--- src/hdl/assert_macros.svh ---
// Assertion helpers included by the top-level RTL file.
`ifndef ASSERT_MACROS_SVH
`define ASSERT_MACROS_SVH

// Concurrent check on a named clock and active-low reset.
`define HMT_ASSERT_CLK(lbl, clk, rstn, prop, msg) \
  lbl: assert property (@(posedge clk) disable iff (!rstn) prop) else $error(msg);

// Concurrent check on the block clock and reset.
`define HMT_ASSERT(lbl, prop, msg) \
  `HMT_ASSERT_CLK(lbl, clk_i, rst_ni, prop, msg)

`endif

--- src/hdl/hmt_ram.sv ---
// ----------------------------------------------------------------------------
// hmt_ram: generic single-write, single-read RAM
// One write port and one read port with registered read data.
// ----------------------------------------------------------------------------
module hmt_ram #(
  parameter int unsigned WIDTH = 2,
  parameter int unsigned DEPTH = 1024
) (
  input  logic                     clk_i,
  input  logic                     we_i,
  input  logic [$clog2(DEPTH)-1:0] waddr_i,
  input  logic [WIDTH-1:0]         wdata_i,
  input  logic [$clog2(DEPTH)-1:0] raddr_i,
  output logic [WIDTH-1:0]         rdata_o
);

  logic [WIDTH-1:0] mem_q [DEPTH];

  // Write, then register the read word
  always_ff @(posedge clk_i) begin
    if (we_i) begin
      mem_q[waddr_i] <= wdata_i;
    end
    rdata_o <= mem_q[raddr_i];
  end

endmodule

--- config.mk ---
export PLATFORM = sky130hd
export DESIGN_NAME = hmt_ram
export DESIGN_NICKNAME = d
export VERILOG_FILES = /design/src/hdl/assert_macros.svh /design/src/hdl/hmt_ram.sv
export SDC_FILE = /design/constraint.sdc
export NUM_CORES = 2
export LEC_CHECK = 0
export BUFFER_PORTS_ARGS = -buffer_cell sky130_fd_sc_hd__buf_2
export CORE_ASPECT_RATIO = 1.5
export CORE_UTILIZATION = 25
export CTS_CLUSTER_DIAMETER = 60
export CTS_CLUSTER_SIZE = 12
export DETAILED_ROUTE_END_ITERATION = 12
export SETUP_SLACK_MARGIN = 0.02
export SYNTH_ARGS = -nofsm -noshare
export SYNTH_HDL_FRONTEND = slang
export SYNTH_SLANG_ARGS = --single-unit
--- constraint.sdc ---
create_clock -name clk_i -period 6 [get_ports clk_i]
set_clock_uncertainty 0.05 [all_clocks]
set_input_delay 0.9 -clock clk_i [delete_from_list [all_inputs] [get_ports clk_i]]
set_output_delay 0.9 -clock clk_i [all_outputs]
set_load 0.01 [all_outputs]
Word-level counts from Yosys, hierarchy flattened
Memories as Yosys holds them, arrays and structs flattened. A register that Yosys moved wholly into a read port is not among the register bits.
Cells that the tools add are included.
- RAM bits: 2048
- register bits: 0
- memories: 1
- input port bits: 24
- memories (name ; depth ; width ; rd ports ; clocked after memory_dff ; write ports ; RTL line ; text):
    mem_q ; 1024 ; 2 ; 1 ; 1 ; 1 ; hmt_ram.sv:17 ; logic [WIDTH-1:0] mem_q [DEPTH];
- muxes and demuxes: 2
- operators by type and width (kind ; count):
    1-bit two-way mux ; 2

Longest topological paths before layout
- depth in word-level cells: 2
- mapped depth: 15
- mapped depth without buffers: 8

Worst setup path before layout
Ideal clock, no wire load.
- path type: input -> register
- start point: input port raddr_i[0]
- end point: register rdata_o[1], read port of mem_q
- setup time: 0.140 ns
- buffers on the path: 5
- data arrival time: 3.122 ns
- slack: 2.688 ns
- cell stages on the path: 12
- cells stage by stage: buf_6 > buf_12 > buf_8 > buf_6 > buf_6 > mux4_2 > a221oi_1 > o21ai_0 > nor3_1 > o31ai_1 > o31ai_1 > nand4_1
- RTL lines (element ; RTL line ; text):
    start: declaration ; hmt_ram.sv:13 ; input logic [$clog2(DEPTH)-1:0] raddr_i,
    end: declaration ; hmt_ram.sv:14 ; output logic [WIDTH-1:0] rdata_o

==> flow_summary.toml <==
[routing]
antenna_left = 0
wl_per_cell_um = 26.5
vias = 45600
firstDrtPassIters = 6
viasPerCell = 4.92
drt_iter0_drc = 5354
drt-total-wl_um = 245000
route.detailed.drc = 0

[clocking]
post_cts_buffers = 0
cts_inserted_buffers = 196
clkSlewWorstSetupHoldPaths_ps = 60
cts.htree.levels = 4
cts_resized = 0
tritoncts = "built"
cts_buffer_depth = 4
holdBufCountCts = 0
cts.sinks = 2050
root_buffer = "clkbuf_16"
clkLatencyLatePin_ps = 860

[min_path]
hold_class = "in2reg"

[placement]
dp_slack_ps = 725
port_buffers = 25
dp_hpwl_um = 145000
dp.cells = 9045
gp_congestion = 0.825

[synth]
ys_ff_latch = 2050
synth_common_cells = "edfxtp_1 (2048), nor2_1 (1054), mux4_2 (449)"
syn_inst = 4793
synth_cell_types = 66
ys_seq_area_share_pct = 73.5
netlist.area_leader.share_pct = 73.4
synth-edff-count = 2048
synth-warning-count = 0
syn-num-nets = 4817
netlist_area_um2 = 83800
syn_avg_cell_area_um2 = 17.5
yosysMostFrequentCell = "edfxtp_1"
ys_async_sr_fraction_pct = 0
yosys-top-cells-area = "edfxtp_1 (73%), mux4_2 (12%), nor2_1 (4.7%)"
post-synth-top-area-cell = "edfxtp_1"
synth_flop_cell = "edfxtp_1"

[global_route]
grt.overflow.total = 0
grt_usage_pct = 14.2
antenna_found_initial = 17
grt_max_degree = 217
grt_pass1_wl_um = 347000
grt_pass1_vias = 47700

[cells_and_area]
layout-drive-gt1-share_pct = 19.2
seq_area_um2 = 61500
nNetsFinal = 4830
multi_input_area_um2 = 20500
nFillCells = 33000
area_delta_synth_final_pct = 12.8
stdcell_count = 9259

[floorplan]
rows = 259
dieArea_um2 = 337000
ioPinCount = 26
die_x_um = 475
initial_core_util_pct = 25.2
die_h_um = 711
core_area_um2 = 332000

[setup_path]
required_ps = 6640
worstPathMaxFanout = 39
regToRegSetupSlack_ps = 2400
cp-start-kind = "input port"
crit_arrival_ps = 5110
crit_type = "in2reg"
worstSetupEndpointType = "flip-flop"

[power]
power.leakage_nw = 27.6
power_density_nw_per_um2 = 298
peakVddDrop_mv = 0.199
power_w = 0.0282

[sta]
max_freq_ghz = 0.224
fin_crit_sh_pct = 74.5
hold_viol = 0
grt_setup_unrepaired = "false"
setup_slack_ps = 1530
drv_slew = 0
maxSlewHeadroom_pct = 7.73
tightest_slew_ps = 1370
setup_viol = 0
finalSetupTns_ps = 0
period_needed_ps = 4470

[outcome]
status = "finished, final reports clean"

[flow_run]
drv_cap = 0
cell type report:
class / count / share of cell area, %
repair buffers: 211 / 1.95
well taps: 4437 / 5.87
flip-flops and latches: 2050 / 65.1
clock inverters: 1 / 0.00397
multi-input cells: 2341 / 21.7
clock buffers: 210 / 5.36
diodes: 3 / 0.00794
inverters: 6 / 0.0278
critical path, stage by stage:
cell,delay (ps)
buf_8,400
buf_4,420
buf_4,500
mux4_2,590
a221oi_1,300
o21ai_0,110
nor3_1,1080
buf_4,280
o31ai_1,80
o31ai_1,270
nand4_1,120
registers in the layout, summed over array words and instances, names as in the netlist:
signal / cells
mem_q: 2048
rdata_o: 2
kinds of logic after synthesis:
family	Yosys count	synth area share (%)
DFF	2050	73.5
AOI/OAI and AO/OA	353	2.98
buffers and inverters	402	2.49
muxes	664	14.7
and+or+nand+nor	1324	6.40
stage by stage:
step,instance area (um^2),hold slack (ps),util [%]
after floorplan,83800,762,-
after global placement,89400,1220,26.9
after detailed placement,89400,1170,26.9
after CTS,94500,523,28.4
after global routing,94500,556,28.4
final,94500,526,28.4
where the power goes:
part | switching, W | total (W) | internal [W] | leakage (nW)
registers | 0.0000100 | 0.0158 | 0.0158 | 18.4
logic | 0.00103 | 0.00154 | 0.000508 | 6.69
clock network | 0.00499 | 0.0109 | 0.00588 | 2.49
total | 0.00603 | 0.0282 | 0.0221 | 27.6
cells in the final DEF (no fill, tap or decap), types with 70 or more instances in the layout:
cell type / instances
a21oi_1: 70
nand2_1: 90
buf_4: 166
edfxtp_1: 2048
mux4_2: 449
clkbuf_16: 201
nor2_1: 1053
mux2i_1: 205
o221ai_1: 82
metal layers:
layer	global-route usage, %	wire [um]	share of wire, %	vias to the layer above
met4	7.35	14000	5.7	20
met3	1.93	17000	6.9	529
li1	-	-	-	18700
met5	0	124	0.051	-
met1	16.4	86000	35	24200
met2	25.4	128000	52	2032
path summary, 6_finish.rpt:
check / start / endpoint / depth (start not counted)
setup / recovery: raddr_i[0] / rdata_o[1] / 11
hold / removal: wdata_i[0] / mem_q[675][0] / 1
setup reg to reg: mem_q[643][1] / rdata_o[1] / 9
hold reg to reg: mem_q[311][0] / rdata_o[0] / 6
Note: power is estimated with default switching activity, not from simulation.
